<file path="config.mk">
export PLATFORM = sky130hd
export DESIGN_NAME = skset_pos_enc
export DESIGN_NICKNAME = d
export VERILOG_FILES = /design/src/sv/sorted_key_set_core_macros.svh /design/src/sv/skset_pos_enc.sv
export SDC_FILE = /design/constraint.sdc
export NUM_CORES = 1
export LEC_CHECK = 0
export BUFFER_PORTS_ARGS = -buffer_cell sky130_fd_sc_hd__buf_2
export CAP_MARGIN = 20
export CORE_AREA = 2 2 77 79
export DETAILED_ROUTE_END_ITERATION = 7
export DIE_AREA = 0 0 79 81
export SYNTH_ARGS = -nofsm -noshare
export SYNTH_HDL_FRONTEND = slang
export SYNTH_SLANG_ARGS = --single-unit
export TNS_END_PERCENT = 100
</file>
<file path="constraint.sdc">
create_clock -name vclk -period 2.1
set_input_delay 0.42 -clock vclk [all_inputs]
set_output_delay 0.42 -clock vclk [all_outputs]
set_load 0.005 [all_outputs]
</file>
<file path="src/sv/sorted_key_set_core_macros.svh">
// ----------------------------------------------------------------------------
// sorted key set assertion macros
// shared concurrent assertion helpers for the sorted key set block
// ----------------------------------------------------------------------------
`ifndef SORTED_KEY_SET_CORE_MACROS_SVH
`define SORTED_KEY_SET_CORE_MACROS_SVH

`ifndef SYNTHESIS

// same-cycle implication
`define SKSET_ASSERT_NOW(label, clk, rst_n, ante, cons) \
    label: assert property (@(posedge clk) disable iff (!rst_n) (ante) |-> (cons)) \
        else $error("sorted key set assertion failed");

// next-cycle implication
`define SKSET_ASSERT_NEXT(label, clk, rst_n, ante, cons) \
    label: assert property (@(posedge clk) disable iff (!rst_n) (ante) |=> (cons)) \
        else $error("sorted key set assertion failed");

`else

`define SKSET_ASSERT_NOW(label, clk, rst_n, ante, cons)
`define SKSET_ASSERT_NEXT(label, clk, rst_n, ante, cons)

`endif

`endif

</file>
<file path="src/sv/skset_pos_enc.sv">
// ----------------------------------------------------------------------------
// skset_pos_enc
// turns the thermometer of less-than flags into the insert position and
// collapses the equal flags into a hit
// ----------------------------------------------------------------------------
`default_nettype none

module skset_pos_enc #(
    parameter int DEPTH = 64
) (
    input  logic [DEPTH-1:0]             lt_vec,
    input  logic [DEPTH-1:0]             eq_vec,
    output logic [$clog2(DEPTH+1)-1:0]   position,
    output logic                         found,
    output logic [DEPTH-1:0]             edge_vec
);
    localparam int CNT_W = $clog2(DEPTH + 1);

    // last cell of the run of smaller keys
    always_comb begin
        for (int i = 0; i < DEPTH - 1; i++) begin
            edge_vec[i] = lt_vec[i] && !lt_vec[i+1];
        end
        edge_vec[DEPTH-1] = lt_vec[DEPTH-1];
    end

    always_comb begin
        position = '0;
        for (int i = 0; i < DEPTH; i++) begin
            if (edge_vec[i]) begin
                position = position | CNT_W'(i + 1);
            end
        end
    end

    assign found = |eq_vec;

endmodule

`default_nettype wire

</file>
== Word-level counts from Yosys, hierarchy flattened ==
Index checks and enable logic that the tools add are counted.

* Output and inout bits: 72
* Logic and storage cells: 191
* Bits in registers: 0
* Input port bits: 128

* Mux-type cells: 64
* Reductions and logical operators: 127

{| class="wikitable"
|+ Operators by type and width
! operator !! number
|-
| 6-bit two-way mux || 32
|-
| 5-bit two-way mux || 16
|-
| 64-bit OR reduction || 1
|-
| 1-bit logical AND || 63
|-
| 1-bit zero test || 63
|-
| 4-bit two-way mux || 8
|-
| 3-bit two-way mux || 4
|-
| 7-bit two-way mux || 1
|-
| 2-bit two-way mux || 2
|-
| 1-bit two-way mux || 1
|}

== Depth between registers and ports, before layout ==
Gate-level depths: netlist of run 1.

* Word-level depth: 66
* Depth in mapped cells: 4
* Gate-level depth less buffers: 4

== Worst setup path after synthesis of run 1 ==
Ideal clock, no wire load.

* Path type: input to output
* Start point: input port lt_vec[53]
* End point: output port position[4]
* Path slack: 188 ps
* Stages: 4
* Arrival: 1492 ps
* Cells stage by stage: nor2b_4 or4_4 nor4_2 nand4_1

* Longest elaborated chain between the ends: 14
* Elaborated cells on any way between the ends: 15
* Those cells by class: mux (12); reduce/logical (3)

{| class="wikitable"
|+ RTL lines
! item !! RTL line !! text
|-
| start: declaration || skset_pos_enc.sv:11 || <nowiki>input logic [DEPTH-1:0] lt_vec,</nowiki>
|-
| 1-bit zero test || skset_pos_enc.sv:22 || <nowiki>edge_vec[i] = lt_vec[i] && !lt_vec[i+1];</nowiki>
|-
| 1-bit logical AND || skset_pos_enc.sv:22 ||
|-
| 6-bit two-way mux || skset_pos_enc.sv:30 || <nowiki>if (edge_vec[i]) begin</nowiki>
|-
| 6-bit two-way mux (*) (10 in a row) || skset_pos_enc.sv:30 ||
|-
| 7-bit two-way mux (*) || skset_pos_enc.sv:30 ||
|-
| end: declaration || skset_pos_enc.sv:13 || <nowiki>output logic [$clog2(DEPTH+1)-1:0] position,</nowiki>
|}

Mark *: on every way between the ends. The rest lies on a longest branch, timed or not.

== Worst setup path in the final report of run 1 ==
Ends and elaborated chain as after synthesis.

==> run metrics, run 1 <==
status=finished with violations; violated checks=setup timing; Synth-to-Final Area Change=163%; die height=81 um; synth unique cells=24; Nets=498; Crit Path Max Fanout=2; startpoint types=input port; Post-Synthesis Cells=143; via count=2048; hold-fix buffer count after cts=0; Avg Cell Area, Syn=6.57 um^2; unrepaired setup endpoints after global routing=yes; HP Class=in2out; critical path arrival=1750 ps; Port Buffers=200; Iter 0 DRT Violations=55; wire per inst=14.5 um; Synth Warn #=0; Initial Util=16.6%; worst path required time=1680 ps; Max-Cap Viols=0; sequential area share after synthesis=0%; initial antenna violation count=0; ranking of synthesized cells by area=nor2b_1, nor4_1, nand4_1, nor2b_4, or4_1; post-synth top area cell=nor2b_1; gpl congestion=0.932; achievable frequency=461 MHz; top-area cell type share of the netlist area=35.3%; DR DRC count=0; final period utilization=103%; Synth Net Count=271; VDD IR max=81.8 uV; final hold vios=0; endpoints failing setup=3; CP startpoint=lt_vec[53]; number of antenna-violating nets in the routed design=0; sequential cells=0; GR Overflow Total=0; Crit. End Element=output pin; total power=0.468 mW; largest net degree at the start of global routing=5; vias per std cell=4.62; clock buffers=0; hold_sp=lt_vec[63]; Core Area=5680 um^2; Commonest cells post-synth=nor2b_1, nor4_1, inv_1, nand4_1, nor2_1; chip width=79 um; HPWL Detailed=5740 um; pre-CTS WS=-182 ps; std cell rows=28; first-pass GRT wire length=9080 um; vias in the first global route=1827; share of cells above drive strength 1=72.6%; Register Area=0 um^2; Pre-Repair DR Iteration Count=4; most common cell in the netlist=nor2b_1; final setup margin=-66.9 ps; Ports=200; Max Slew Vio Count=0; area of the mapped netlist=940 um^2; Die ar.=6400 um^2; crit path kind=in2out; fin crit period=2170 ps; ANT cells=0; P per Cell Area=189 nW/um^2; final core utilization=43.6%; final WL=6410 um; GRT Resource Usage Total=17.6%; leakage=1.37 nW; Rel. slew slack=68.7%; Slew @ Worst Pin=466 ps
## worst max-delay path: stages
cell and delay, ps:
buf_6 90, nor2b_4 120, or4_4 540, nor4_4 300, nand4_1 120, buf_2 150
## layout by cell type, fill, tap and decap left out
cell type | Yosys | final
and2b_1 | 1 | 1
or2b_1 | 1 | 1
nor2b_1 | 53 | 43
or2_2 | 3 | 3
nor3_1 | 5 | 4
or3_4 | 0 | 2
nor4_4 | 0 | 3
nand3_1 | 3 | 3
and4bb_2 | 1 | 1
nor4_2 | 1 | 8
nor3_2 | 0 | 1
nor2b_2 | 0 | 2
nand4_1 | 8 | 8
or4_4 | 2 | 4
nor2b_4 | 3 | 11
buf_2 | 0 | 196
and3b_1 | 1 | 1
or4_1 | 5 | 3
nor4_1 | 24 | 14
nor4bb_2 | 0 | 1
buf_8 | 0 | 1
a2111o_1 | 1 | 1
nor4b_4 | 0 | 1
nor4b_1 | 3 | 1
nand2b_1 | 4 | 4
buf_4 | 2 | 26
nor4bb_4 | 0 | 1
nor4b_2 | 1 | 2
buf_6 | 0 | 4
nor2_1 | 7 | 7
inv_1 | 8 | 8
o2111ai_1 | 2 | 2
## cells by family after synthesis
| family | synth area share, % |
|---|---|
| and+or+nand+nor | 92.1 |
| AOI/OAI and AO/OA | 3.06 |
| buffers and inverters | 4.79 |
## repair_timing
| item | in CTS | in global routing |
|---|---|---|
| pin swaps | 5 | 7 |
| endpoints found under the hold margin | 0 | 0 |
| setup endpoints to repair | 6 | 7 |
| resized for setup | 19 | 30 |
| buffers inserted | 0 | 1 |
## power breakdown
group / total, mW / switching, mW / internal [mW]
combinational: 0.468 / 0.205 / 0.263
clock: 0 / 0 / 0
sequential: 0 / 0 / 0
## metal layers
metal,track usage [%],vias to the layer above,routed length [um]
li1,-,994,-
met1,21.6,923,2500
met2,34.8,126,3280
met3,1.67,5,576
met4,0.172,0,61
met5,0,-,0
## area by class of cell
type / instances / area [um^2]
Inverter: 8 / 30.0
Timing Repair Buffer: 227 / 1240
Multi-Input combinational cell: 133 / 1110
Fill cell: 623 / 3200
Tap cell: 75 / 93.8
## through the flow
stage	TNS, ps	cell area (um^2)	instances	hold slack [ps]
2_1_floorplan	0	940	143	862
3_3_place_gp	-399	2220	443	1030
3_5_place_dp	-513	2220	443	1030
4_1_cts	-141	2320	442	1030
5_1_grt	-443	2470	443	1050
6_report	-150	2470	443	1030
## worst paths after layout
path / endpoint / slack [ps] / depth (start not counted)
min: edge_vec[63] / 1030 / 2
max: position[4] / -70 / 6
Note: power is estimated with default switching activity, not from simulation.
==> run 2, diff against run 1 <==
Settings changed: CORE_AREA 2 2 77 79 to 2 2 78 80, DIE_AREA 0 0 79 81 to 0 0 80 82.
Clock period 2.1 ns to 2.7 ns, I/O delays scaled along.
==> run metrics, run 2 (synthesis results as in run 1) <==
status=finished clean (was finished with violations); hold-fix buffer count after cts=0 (unchanged); via count=1969 (was 2048); vias in the first global route=1847 (was 1827); share of cells above drive strength 1=62.1% (was 72.6%); largest net degree at the start of global routing=5 (unchanged); first-pass GRT wire length=8650 um (was 9080 um); wire per inst=14.1 um (was 14.5 um); Hold WS=1280 ps (was 1030 ps); Core Area=5750 um^2 (was 5680 um^2); Max-Cap Viols=0 (unchanged); gpl congestion=0.861 (was 0.932); clock buffers=0 (unchanged); Register Area=0 um^2 (unchanged); startpoint types=input port (unchanged); Pre-Repair DR Iteration Count=4 (unchanged); most frequent cells in the layout=buf_2, nor2b_1, nor4_1 (was buf_2, nor2b_1, buf_4); die height=82 um (was 81 um); Crit Path Max Fanout=3 (was 2); fin crit period=2580 ps; Die ar.=6560 um^2 (was 6400 um^2); Iter 0 DRT Violations=28 (was 55); chip width=80 um (was 79 um); setup tns final=0 ps (was -150 ps); final period utilization=95.6%; P per Cell Area=140 nW/um^2 (was 189 nW/um^2); critical path arrival=2040 ps (was 1750 ps); Max Slew Vio Count=0 (unchanged); VDD IR max=55.3 uV (was 81.8 uV); # resized after CTS=0 (was 19); Rel. slew slack=66.2% (was 68.7%); Nets=473 (was 498); std cell rows=28 (unchanged); commonest non-fill, non-tap cell in the layout=buf_2 (unchanged); final WL=5900 um (was 6410 um); ANT cells=0 (unchanged); initial antenna violation count=0 (unchanged); achievable frequency=387 MHz; Slew @ Worst Pin=502 ps (was 466 ps); GR Overflow Total=0 (unchanged); Fillers=665 (was 623); HP Class=in2out (unchanged); HPWL Detailed=5500 um (was 5740 um); Ports=200 (unchanged); crit path kind=in2out (unchanged); Crit. End Element=output pin (unchanged); hold_sp=lt_vec[63] (unchanged); final hold vios=0 (unchanged); sequential cells=0 (unchanged); endpoints failing setup=0 (was 3); unrepaired setup endpoints after global routing=no (was yes); CP startpoint=lt_vec[36] (was lt_vec[53]); number of antenna-violating nets in the routed design=0 (unchanged); vias per std cell=4.71 (was 4.62); worst path required time=2160 ps (was 1680 ps); leakage=1.15 nW (was 1.37 nW); GRT Resource Usage Total=16.2% (was 17.6%); Port Buffers=200 (unchanged); Synth-to-Final Area Change=117% (was 163%); DR DRC count=0 (unchanged); Post-CTS Repair Setup Buffers=0 (unchanged); Initial Util=16.4% (was 16.6%)
[run 2: cell types whose count changed in the layout (fill, tap and decap cells not counted), moves of 3 or more]
| cell | change |
|---|---|
| nor2b_4 | -8 |
| buf_4 | -24 |
| buf_2 | +4 |
| nor4_4 | -3 |
| nor4_2 | -7 |
| nor4_1 | +10 |
| buf_6 | -4 |
| nor2b_1 | +10 |
[run 2: area by class of cell]
type / instances / area [um^2] / share of cell area [%]
Timing Repair Buffer: 202 / 1020 / 49.9
Tap cell: 75 / 93.8 / 4.61
Multi-Input combinational cell: 133 / 895 / 44.0
Inverter: 8 / 30.0 / 1.48
[run 2: per-stage QoR]
stage	total power, mW	setup slack [ps]	std cells	cell area [um^2]	utilization (%)
5_1_grt	0.315	19.3	418	2030	35.4
2_1_floorplan	0.107	548	143	940	-
3_3_place_gp	0.283	250	418	2030	35.4
3_5_place_dp	0.285	171	418	2030	35.4
6_report	0.286	118	418	2030	35.4
4_1_cts	0.286	168	418	2030	35.4
[run 2: metal layers]
layer	GRT usage [%]	wire (um)	share of wire, %	vias up
met4	1.36	49	0.83	0
met1	20.3	2310	39	903
met3	1.54	615	10	6
met2	31.0	2930	50	118
met5	0	0	0	-
li1	-	-	-	942
[run 2: critical path, cell delays in order]
cell	delay (ps)
buf_2	110
nor2b_1	160
nor4_1	480
nor4b_1	410
nand4_1	170
buf_2	160
[run 2: power breakdown]
group          total [mW]  switching, mW  internal (mW)
clock                   0              0              0
sequential              0              0              0
combinational       0.286          0.131          0.154
[run 2: final timing paths]
| kind | endpoint | cells past startpoint |
|---|---|---|
| min | position[6] | 2 |
| max | position[2] | 6 |
