$ cat config.mk
export PLATFORM = sky130hd
export DESIGN_NAME = skset_cell
export DESIGN_NICKNAME = d
export VERILOG_FILES = /design/src/sv/sorted_key_set_core_macros.svh /design/src/sv/skset_pkg.sv /design/src/sv/skset_cell.sv
export SDC_FILE = /design/constraint.sdc
export NUM_CORES = 1
export LEC_CHECK = 0
export BUFFER_PORTS_ARGS = -buffer_cell sky130_fd_sc_hd__buf_2
export CORE_ASPECT_RATIO = 0.5
export CORE_MARGIN = 3
export CORE_UTILIZATION = 40
export CTS_CLUSTER_DIAMETER = 100
export DETAILED_ROUTE_END_ITERATION = 7
export PLACE_DENSITY = 0.77
export SYNTH_ARGS = -nofsm -noshare
export SYNTH_HDL_FRONTEND = slang
export SYNTH_SLANG_ARGS = --single-unit
$ cat constraint.sdc
create_clock -name aclk -period 2.3 [get_ports aclk]
set_input_delay 0.46 -clock aclk [delete_from_list [all_inputs] [get_ports aclk]]
set_output_delay 0.46 -clock aclk [all_outputs]
set_load 0.02 [all_outputs]
$ cat src/sv/sorted_key_set_core_macros.svh
// ----------------------------------------------------------------------------
// sorted key set assertion macros
// shared concurrent assertion helpers for the sorted key set block
// ----------------------------------------------------------------------------
`ifndef SORTED_KEY_SET_CORE_MACROS_SVH
`define SORTED_KEY_SET_CORE_MACROS_SVH

`ifndef SYNTHESIS

// same-cycle implication
`define SKSET_ASSERT_NOW(label, clk, rst_n, ante, cons) \
    label: assert property (@(posedge clk) disable iff (!rst_n) (ante) |-> (cons)) \
        else $error("sorted key set assertion failed");

// next-cycle implication
`define SKSET_ASSERT_NEXT(label, clk, rst_n, ante, cons) \
    label: assert property (@(posedge clk) disable iff (!rst_n) (ante) |=> (cons)) \
        else $error("sorted key set assertion failed");

`else

`define SKSET_ASSERT_NOW(label, clk, rst_n, ante, cons)
`define SKSET_ASSERT_NEXT(label, clk, rst_n, ante, cons)

`endif

`endif

$ cat src/sv/skset_pkg.sv
// ----------------------------------------------------------------------------
// skset_pkg
// types and codes shared by the sorted key set cells and top level
// ----------------------------------------------------------------------------
`default_nettype none

package skset_pkg;

    localparam int KeyWidth = 31;
    localparam int OpWidth  = 2;
    localparam int PosWidth = 7;
    localparam int StWidth  = 2;

    localparam logic [OpWidth-1:0] OP_LOOKUP = 2'd0;
    localparam logic [OpWidth-1:0] OP_INSERT = 2'd1;
    localparam logic [OpWidth-1:0] OP_DELETE = 2'd2;

    localparam logic [StWidth-1:0] STATUS_OK     = 2'd0;
    localparam logic [StWidth-1:0] STATUS_FULL   = 2'd1;
    localparam logic [StWidth-1:0] STATUS_ABSENT = 2'd2;

    typedef struct packed {
        logic [OpWidth-1:0]  op;
        logic [KeyWidth-1:0] key;
    } in_item_t;

    typedef struct packed {
        logic                found;
        logic [PosWidth-1:0] position;
        logic [PosWidth-1:0] count;
        logic [StWidth-1:0]  status;
    } out_item_t;

    // per-cycle commands to every cell
    typedef struct packed {
        logic cmp;
        logic ins;
        logic del;
    } cell_ctrl_t;

    typedef enum logic [1:0] {
        ST_IDLE,
        ST_CMP,
        ST_UPD
    } state_t;

endpackage

`default_nettype wire

$ cat src/sv/skset_cell.sv
// ----------------------------------------------------------------------------
// skset_cell
// one slot of the sorted store: holds a key, compares it against the request
// and shifts with its neighbors on insert or delete
// ----------------------------------------------------------------------------
`default_nettype none

module skset_cell #(
    parameter int IDX   = 0,
    parameter int DEPTH = 64
) (
    input  logic                                aclk,
    input  skset_pkg::cell_ctrl_t               ctrl,
    input  logic [skset_pkg::KeyWidth-1:0]      req_key,
    input  logic [$clog2(DEPTH+1)-1:0]          count,
    input  logic [skset_pkg::KeyWidth-1:0]      left_key,
    input  logic                                left_lt,
    input  logic [skset_pkg::KeyWidth-1:0]      right_key,
    output logic [skset_pkg::KeyWidth-1:0]      key,
    output logic                                lt,
    output logic                                eq
);
    import skset_pkg::*;

    localparam int CNT_W = $clog2(DEPTH + 1);

    logic [KeyWidth-1:0] key_reg;
    logic [KeyWidth-1:0] key_next;
    logic                lt_reg;
    logic                eq_reg;
    logic                in_use;

    assign in_use = CNT_W'(IDX) < count;

    always_comb begin
        key_next = key_reg;
        if (ctrl.ins && !lt_reg) begin
            // the first cell at or past the insert point takes the new key
            key_next = left_lt ? req_key : left_key;
        end else if (ctrl.del && !lt_reg) begin
            key_next = right_key;
        end
    end

    always_ff @(posedge aclk) begin
        key_reg <= key_next;
        if (ctrl.cmp) begin
            lt_reg <= in_use && (key_reg < req_key);
            eq_reg <= in_use && (key_reg == req_key);
        end
    end

    assign key = key_reg;
    assign lt  = lt_reg;
    assign eq  = eq_reg;

endmodule

`default_nettype wire

# After elaboration in Yosys (flattened, before gate mapping)
# Cells that the tools add are included.
[totals]
regBits = 33
out_inout_bits = 33
elab_cells = 15
[classes]
order_cmp = 2
n_eq_ne = 1
mux = 3
reduce_logical = 6
[ops]
columns = ["op", "count"]
rows = [
  ["$mux 31", 3],
  ["$eq 31x31->1", 1],
  ["$lt 31x31->1", 1],
  ["$lt 1x7->1 const A", 1],
  ["$logic_and 1x1->1", 4],
  ["$reduce_bool 2->1", 1],
  ["$logic_not 1->1", 1],
]

# Depth between registers and ports, before layout
# Gate-level depths: netlist of run 1.
[depth]
ltp_word = 4
depth_mapped = 7
depth_no_buf = 7

# Least setup slack after synthesis of run 1
# Ideal clock, no wire load.
[synth_timing]
path_kind = "flip-flop to flip-flop"
from = "register lt_reg, in the netlist lt"
to = "register key_reg[0], in the netlist key[0] (enable)"
setup_time_ns = 0.420
t_arrival_ns = 1.860
required_time_ns = 1.880
path_slack_ns = 0.020
stages_incl_launch_ff = 2
path_cell_list = "edfxtp_1 nor2_1"
[synth_between]
elab_chain_len = 3
[synth_lines]
columns = ["item", "line_no", "source"]
rows = [
  ["from (decl)", "skset_cell.sv:29", "logic lt_reg;"],
  ["from (signal assigned)", "skset_cell.sv:48", "lt_reg <= in_use && (key_reg < req_key);"],
  ["$logic_not 1->1 *", "skset_cell.sv:37, skset_cell.sv:40", ""],
  ["$logic_and 1x1->1 (on tied branches)", "skset_cell.sv:37, skset_cell.sv:40", ""],
  ["$reduce_bool 2->1 (no line) *", "n/a", ""],
  ["to (signal assigned)", "skset_cell.sv:46", "key_reg <= key_next;"],
  ["to (decl)", "skset_cell.sv:27", "logic [KeyWidth-1:0] key_reg;"],
]
# Mark *: on every way between the ends. The rest lies on a longest branch, timed or not.
# A chain may end at the register's enable or synchronous reset.

# Worst setup path after layout of run 1
[layout_timing]
from = "register key_reg[13], in the netlist key[13]"
to = "register lt_reg, in the netlist lt (data pin)"
[layout_between]
elab_chain_len = 2
[layout_lines]
columns = ["item", "line_no"]
rows = [
  ["$lt 31x31->1", "skset_cell.sv:48"],
  ["$logic_and 1x1->1", "skset_cell.sv:48"],
]
# Every way passes these cells.

==> impl_metrics.env, run 1 <==
export IMPL_gp_congestion=0.800
export IMPL_clock_fmax_mhz=552
export IMPL_fillers=530
export IMPL_p_leak_uw=0.00177
export IMPL_worstPathCellList="ha_1 > nand4_1 > nor3_1 > o31ai_1 > o211ai_1 > a21oi_2"
export IMPL_worstHoldPathCells=1
export IMPL_rsz0062_at_grt="false"
export IMPL_dieWidth_um=116
export IMPL_ys_warnings_count=0
export IMPL_finalClockSkew_ns=0.00355
export IMPL_via_per_inst=4.92
export IMPL_cts_resized_gates=0
export IMPL_start_util=0.428
export IMPL_synth_cell_area_um2=2430
export IMPL_grt_pass1_wl_mm=9.60
export IMPL_yosys_register_bits=33
export IMPL_post_dp_hpwl_mm=5.06
export IMPL_antenna_found_initial=0
export IMPL_hold_viol=0
export IMPL_diodes=0
export IMPL_cp_depth=6
export IMPL_routedWlPerCell_um=13.6
export IMPL_relSlewSlack=0.677
export IMPL_crit_arrival_ns=1.83
export IMPL_grt_pass1_vias=2157
export IMPL_clkPwrFrac=0.326
export IMPL_r2r_cells=6
export IMPL_grt_total_usage=0.176
export IMPL_swShare=0.288
export IMPL_critPathLaunchType="flip-flop"
export IMPL_num_vias=2273
export IMPL_area_growth_syn_to_layout_pct=37.5
export IMPL_worstPathRequired_ns=2.32
export IMPL_final_layout_size_suffix_gt1_frac=0.380
export IMPL_synth_avg_cell_area_um2=9.62
export IMPL_cts_reportedPaths_clkPinSlew_ns=0.05
export IMPL_clock_sinks=33
export IMPL_cts_tree="built"
export IMPL_first_pass_iters=5
export IMPL_insertion_delay_ns=0.27
export IMPL_p_comb_frac=0.269
export IMPL_intPower_uw=1360
export IMPL_root_buffer="clkbuf_16"
export IMPL_status="completed"
export IMPL_die_y_um=61.2
export IMPL_synth_nets=389
export IMPL_maxCapViolCount=0
export IMPL_peakVddDrop_mv=0.261
export IMPL_p_per_area_nw_per_um2=570
export IMPL_ys_types=29
export IMPL_p_total_uw=1910
export IMPL_tightest_slew_ns=0.484
export IMPL_nets=525
export IMPL_setup_viol=0
export IMPL_seq_power_share=0.405
export IMPL_fin_crit_ns=1.81
export IMPL_drv_slew=0
export IMPL_ys_flop_type="edfxtp_1"
export IMPL_cts_post_setup_buffers_inserted=0
export IMPL_cts_htree_levels=2
export IMPL_grt_max_degree=37
export IMPL_finalCritPeriodShare=0.787
export IMPL_coreArea_um2=5680
export IMPL_critPathMaxFanout=3
export IMPL_ios=138
export IMPL_ant_nets=0
export IMPL_netSwitchingPower_uw=550
export IMPL_largest_reg_flops=31
export IMPL_netlist_instances=253
export IMPL_die_area_um2=7110
export IMPL_drt_initial_drc_count=53
export IMPL_ys_async_sr_fraction=0
export IMPL_placed_area_um2=3210
export IMPL_synth_seq_area_share=0.407
export IMPL_grt_ovfl_total=0
export IMPL_cts_hold_buf=0
export IMPL_numCtsBuffers=5
export IMPL_synth_edf_count=33
export IMPL_io_buffers=137
export IMPL_end_kind="flip-flop"
export IMPL_routed_wl_mm=6.30
export IMPL_fin_tns_setup_ns=0
export IMPL_final_cell_area_um2=3350
export IMPL_hold_path_class="in -> reg"
export IMPL_clk_path_buf_depth=2
export IMPL_max_stage_delay_ns=0.41
export IMPL_place_inst=455
export IMPL_std_cell_rows=19
export IMPL_path_buf_inv=0
export IMPL_fin_cells=462
export IMPL_crit_slowest_cell="edfxtp_1"
export IMPL_cp_top_family="simple AND/OR/NAND/NOR gates"
export IMPL_setup_worst_path_class="reg -> reg"
export IMPL_drc=0
power groups by stage:
stage	Clock, uW	Sequential (uW)	Combinational (uW)
2_1_floorplan	0	849	236
3_3_place_gp	0	781	507
3_5_place_dp	0	784	518
4_1_cts	639	772	522
5_1_grt	666	779	581
6_report	621	772	514
stage by stage:
stage                     hold slack, ns  utilization  setup WS (ns)
after floorplan                    0.572            -         0.0202
after global placement             0.700        0.566          0.341
after detailed placement           0.699        0.566          0.317
after CTS                          0.416        0.589          0.442
after global routing               0.415        0.589          0.371
final                              0.424        0.589          0.489
cells in the mapped netlist, drive strengths merged (2+ instances only):
library cell   n  area share
nand2         40       0.062
a211oi         2      0.0062
and4           3       0.011
mux2i         31        0.13
edfxtp        33        0.41
a21oi         11       0.024
nand3          3      0.0062
ha            31        0.16
nor2           7       0.011
nand4          3      0.0077
o21ai         34       0.070
buf            5       0.013
nor3           2      0.0041
clkbuf         6      0.0093
inv           31       0.048
metal layers:
layer,vias up,global-route usage,share of wire
met4,0,0.0430,0.0073
met1,1041,0.209,0.42
li1,1176,-,-
met3,4,0.0451,0.049
met5,-,0,0
met2,52,0.326,0.52
layout by cell type, fill, tap and decap left out, types with 2 or more instances in the layout:
| cell | count |
|---|---|
| ha_1 | 31 |
| nand2_1 | 40 |
| buf_12 | 2 |
| inv_1 | 31 |
| mux2i_1 | 31 |
| o21ai_0 | 33 |
| and4_1 | 3 |
| buf_2 | 137 |
| clkbuf_16 | 5 |
| a21oi_1 | 10 |
| nor3_1 | 2 |
| edfxtp_1 | 33 |
| nand4_1 | 3 |
| nand3_1 | 3 |
| nor2_1 | 6 |
| a211oi_1 | 2 |
final timing paths:
| path | startpoint | endpoint | slack (ns) |
|---|---|---|---|
| worst max-delay path | key[13] | lt | 0.49 |
| worst max register to register | key[13] | lt | 0.49 |
| worst min-delay path | ctrl[2] | lt | 0.42 |
| worst min register to register | key[30] | lt | 0.84 |
final cells by class:
type                            instances  area (um^2)  share of cell area
Clock buffer                            6          129              0.0385
Clock inverter                          1         3.75             0.00112
Inverter                               31          116              0.0348
Multi-Input combinational cell        178         1280               0.383
Sequential cell                        33          991               0.296
Tap cell                               73         91.3              0.0273
Timing Repair Buffer                  140          733               0.219
kinds of logic after synthesis:
family / count (synthesis) / share of synthesized area
simple gates: 63 / 0.115
compound gates: 53 / 0.121
buf+inv: 42 / 0.0704
flops: 33 / 0.407
mux: 31 / 0.128
fa+ha+maj: 31 / 0.159
(Power assumes the default switching activity.)
==> run 2: changes to the inputs <==
--- a/config.mk
+++ b/config.mk
@@ -5,13 +5,14 @@
 export SDC_FILE = /design/constraint.sdc
 export NUM_CORES = 1
 export LEC_CHECK = 0
+export ABC_AREA = 1
 export BUFFER_PORTS_ARGS = -buffer_cell sky130_fd_sc_hd__buf_2
 export CORE_ASPECT_RATIO = 0.5
 export CORE_MARGIN = 3
-export CORE_UTILIZATION = 40
+export CORE_UTILIZATION = 43
 export CTS_CLUSTER_DIAMETER = 100
 export DETAILED_ROUTE_END_ITERATION = 7
-export PLACE_DENSITY = 0.77
+export PLACE_DENSITY = 0.75
 export SYNTH_ARGS = -nofsm -noshare
 export SYNTH_HDL_FRONTEND = slang
 export SYNTH_SLANG_ARGS = --single-unit
==> constraint.sdc (replaced) <==
create_clock -name aclk -period 1.7 [get_ports aclk]
set_input_delay 0.34 -clock aclk [delete_from_list [all_inputs] [get_ports aclk]]
set_output_delay 0.34 -clock aclk [all_outputs]
set_load 0.02 [all_outputs]
==> run 2 against run 1 <==
  * Critical path type unchanged
  * Register-to-register slack worse by 0.44 ns
  * Clock skew hardly changed
  * Via count is 18% higher
  * Utilization is 2.8 points higher
  * Largest power group unchanged
  * Combinational power is 83% higher
  * Sequential share of layout area is 4.2 points lower
  * First-iteration DRC count is 85% higher
  * Total power is 50% higher
  * Critical path depth is 3 higher
  * Global-route usage is 1.3 points higher
==> impl_metrics.env, run 2 <==
export IMPL_final_cell_mix="buf_2, nand2_1, inv_1"
export IMPL_hold_path_class="in -> reg"
export IMPL_synth_commonest_cells="nand2_1, inv_1, edfxtp_1"
export IMPL_cts_tree="built"
export IMPL_crit_arrival_ns=1.69
export IMPL_synth_cell_area_um2=2930
export IMPL_worstPathRequired_ns=1.74
export IMPL_status="completed"
export IMPL_setup_slack_ns=0.0441
export IMPL_netlist_instances=344
export IMPL_setup_viol=0
export IMPL_drc=0
export IMPL_ys_types=22
export IMPL_fin_util=0.617
export IMPL_maxCapViolCount=0
export IMPL_startpoint="key[30]"
export IMPL_worstReg2RegStart="key[30]"
export IMPL_drv_slew=0
export IMPL_regArea_um2=991
export IMPL_fillers=579
export IMPL_post_place_ws_ns=0.0248
export IMPL_fin_cells=574
export IMPL_post_dp_hpwl_mm=5.95
export IMPL_routedWlPerCell_um=13.0
export IMPL_grt_ovfl_total=0
export IMPL_layout_commonest_cell="buf_2"
export IMPL_setup_worst_path_class="reg -> reg"
export IMPL_r2r_cells=9
export IMPL_synth_top_area_share=0.338
export IMPL_grt_pass1_wl_mm=11.9
export IMPL_ant_nets=0
export IMPL_die_y_um=64.4
export IMPL_largest_reg_flops=31
export IMPL_area_growth_syn_to_layout_pct=33.3
export IMPL_tightest_slew_ns=0.396
export IMPL_clock_fmax_mhz=604
export IMPL_ys_flop_type="edfxtp_1"
export IMPL_synth_nets=480
export IMPL_p_per_area_nw_per_um2=731
export IMPL_ios=138
export IMPL_yosys_register_bits=33
export IMPL_ys_warnings_count=0
export IMPL_root_buffer="clkbuf_16"
export IMPL_end_kind="flip-flop"
export IMPL_clk_path_buf_depth=2
export IMPL_gp_congestion=0.785
export IMPL_cts_reportedPaths_clkPinSlew_ns=0.06
export IMPL_synthTopCellsByArea="edfxtp_1, nand2_1, ha_1, a31oi_2, inv_1"
export IMPL_finalClockSkew_ns=0.00388
export IMPL_die_area_um2=7900
export IMPL_start_util=0.463
export IMPL_grt_total_usage=0.189
export IMPL_std_cell_rows=20
export IMPL_hold_viol=0
export IMPL_synth_edf_count=33
export IMPL_antenna_found_initial=0
export IMPL_critPathMaxFanout=3
export IMPL_synth_most_common_cell="nand2_1"
export IMPL_place_inst=565
export IMPL_final_cell_area_um2=3900
export IMPL_finalCritPeriodShare=0.974
export IMPL_io_buffers=137
export IMPL_num_vias=2689
export IMPL_fin_crit_ns=1.66
export IMPL_synth_seq_area_share=0.338
export IMPL_fin_tns_setup_ns=0
export IMPL_rsz0062_at_grt="true"
export IMPL_synth_avg_cell_area_um2=8.51
export IMPL_critPathLaunchType="flip-flop"
export IMPL_multi_input_area_um2=1670
export IMPL_numCtsBuffers=5
export IMPL_critPathCapture="lt"
export IMPL_peakVddDrop_mv=0.515
export IMPL_placed_area_um2=3700
export IMPL_grt_max_degree=43
export IMPL_final_layout_size_suffix_gt1_frac=0.463
export IMPL_insertion_delay_ns=0.27
export IMPL_clock_sinks=33
export IMPL_synth_top_cell_by_area="edfxtp_1"
export IMPL_cts_htree_levels=2
export IMPL_p_leak_uw=0.00195
export IMPL_first_pass_iters=4
export IMPL_dieWidth_um=123
export IMPL_rrSetupSlack_ns=0.04
export IMPL_r2r_end="lt"
export IMPL_drt_initial_drc_count=98
export IMPL_nets=621
export IMPL_via_per_inst=4.68
export IMPL_diodes=0
export IMPL_ys_async_sr_fraction=0
export IMPL_relSlewSlack=0.733
export IMPL_coreArea_um2=6330
export IMPL_routed_wl_mm=7.46
export IMPL_grt_pass1_vias=2529
run 2: cell types whose count changed in the layout (fill, tap and decap cells not counted), sizes merged, moves of 23 or more:
| cell | change |
|---|---|
| nand2 | +70 |
| nor2 | +41 |
| o21ai | -34 |
| a31oi | +31 |
| mux2i | -31 |
| inv | +23 |
run 2: area by class of cell:
type,instances,area share
flip-flops and latches,33,0.254
clock buffers,5,0.0321
well taps,88,0.0282
clock inverters,3,0.00321
repair buffers,146,0.203
multi-input cells,245,0.428
inverters,54,0.0519
run 2: power by group:
| group | leakage (uW) | switching, uW | internal (uW) |
|---|---|---|---|
| sequential | 0.000314 | 46.5 | 1010 |
| combinational | 0.00157 | 553 | 388 |
| clock | 0.0000687 | 330 | 529 |
run 2: repair_timing:
item	CTS	global route
resized for setup	0	11
buffers inserted	0	1
hold buffers	0	0
endpoints found under the setup margin	0	1
run 2: logic make-up (layout without fill, tap and decap cells):
logic type      count (synthesis)  in the layout  share of synthesized area
simple gates                  172            172                      0.261
compound gates                 42             42                      0.154
flops                          33             33                      0.338
buf+inv                        66            208                      0.114
fa+ha+maj                      31             31                      0.132
run 2: how the worst min path moves through the flow:
stage,startpoint,to,cells past startpoint
final,ctrl[2],lt,1
after global routing,ctrl[2],lt,1
after CTS,ctrl[2],lt,1
after detailed placement,ctrl[2],eq,1
after global placement,ctrl[2],eq,1
after floorplan,ctrl[2],eq,0
run 2: metal layers:
metal | track usage | wire length, um | vias to the layer above
met3 | 0.0442 | 524 | 2
met5 | 0 | 0 | -
met1 | 0.251 | 3280 | 1197
met4 | 0.0251 | 27 | 0
met2 | 0.322 | 3630 | 75
li1 | - | - | 1415
run 2: metrics by stage:
step / hold slack (ns) / total power, uW
finish: 0.288 / 2850
global route: 0.290 / 3020
CTS: 0.289 / 2840
detailed placement: 0.570 / 1980
global placement: 0.570 / 1960
floorplan: 0.452 / 1670
run 2: worst max-delay path, cell delays in order (launching register included):
cell and delay (ns):
edfxtp_1 0.43, ha_4 0.31, nand2_4 0.06, nor3_4 0.18, buf_4 0.13, nand2_1 0.05, nand3_1 0.09, nor2_1 0.07
nand2_1 0.05, inv_1 0.03
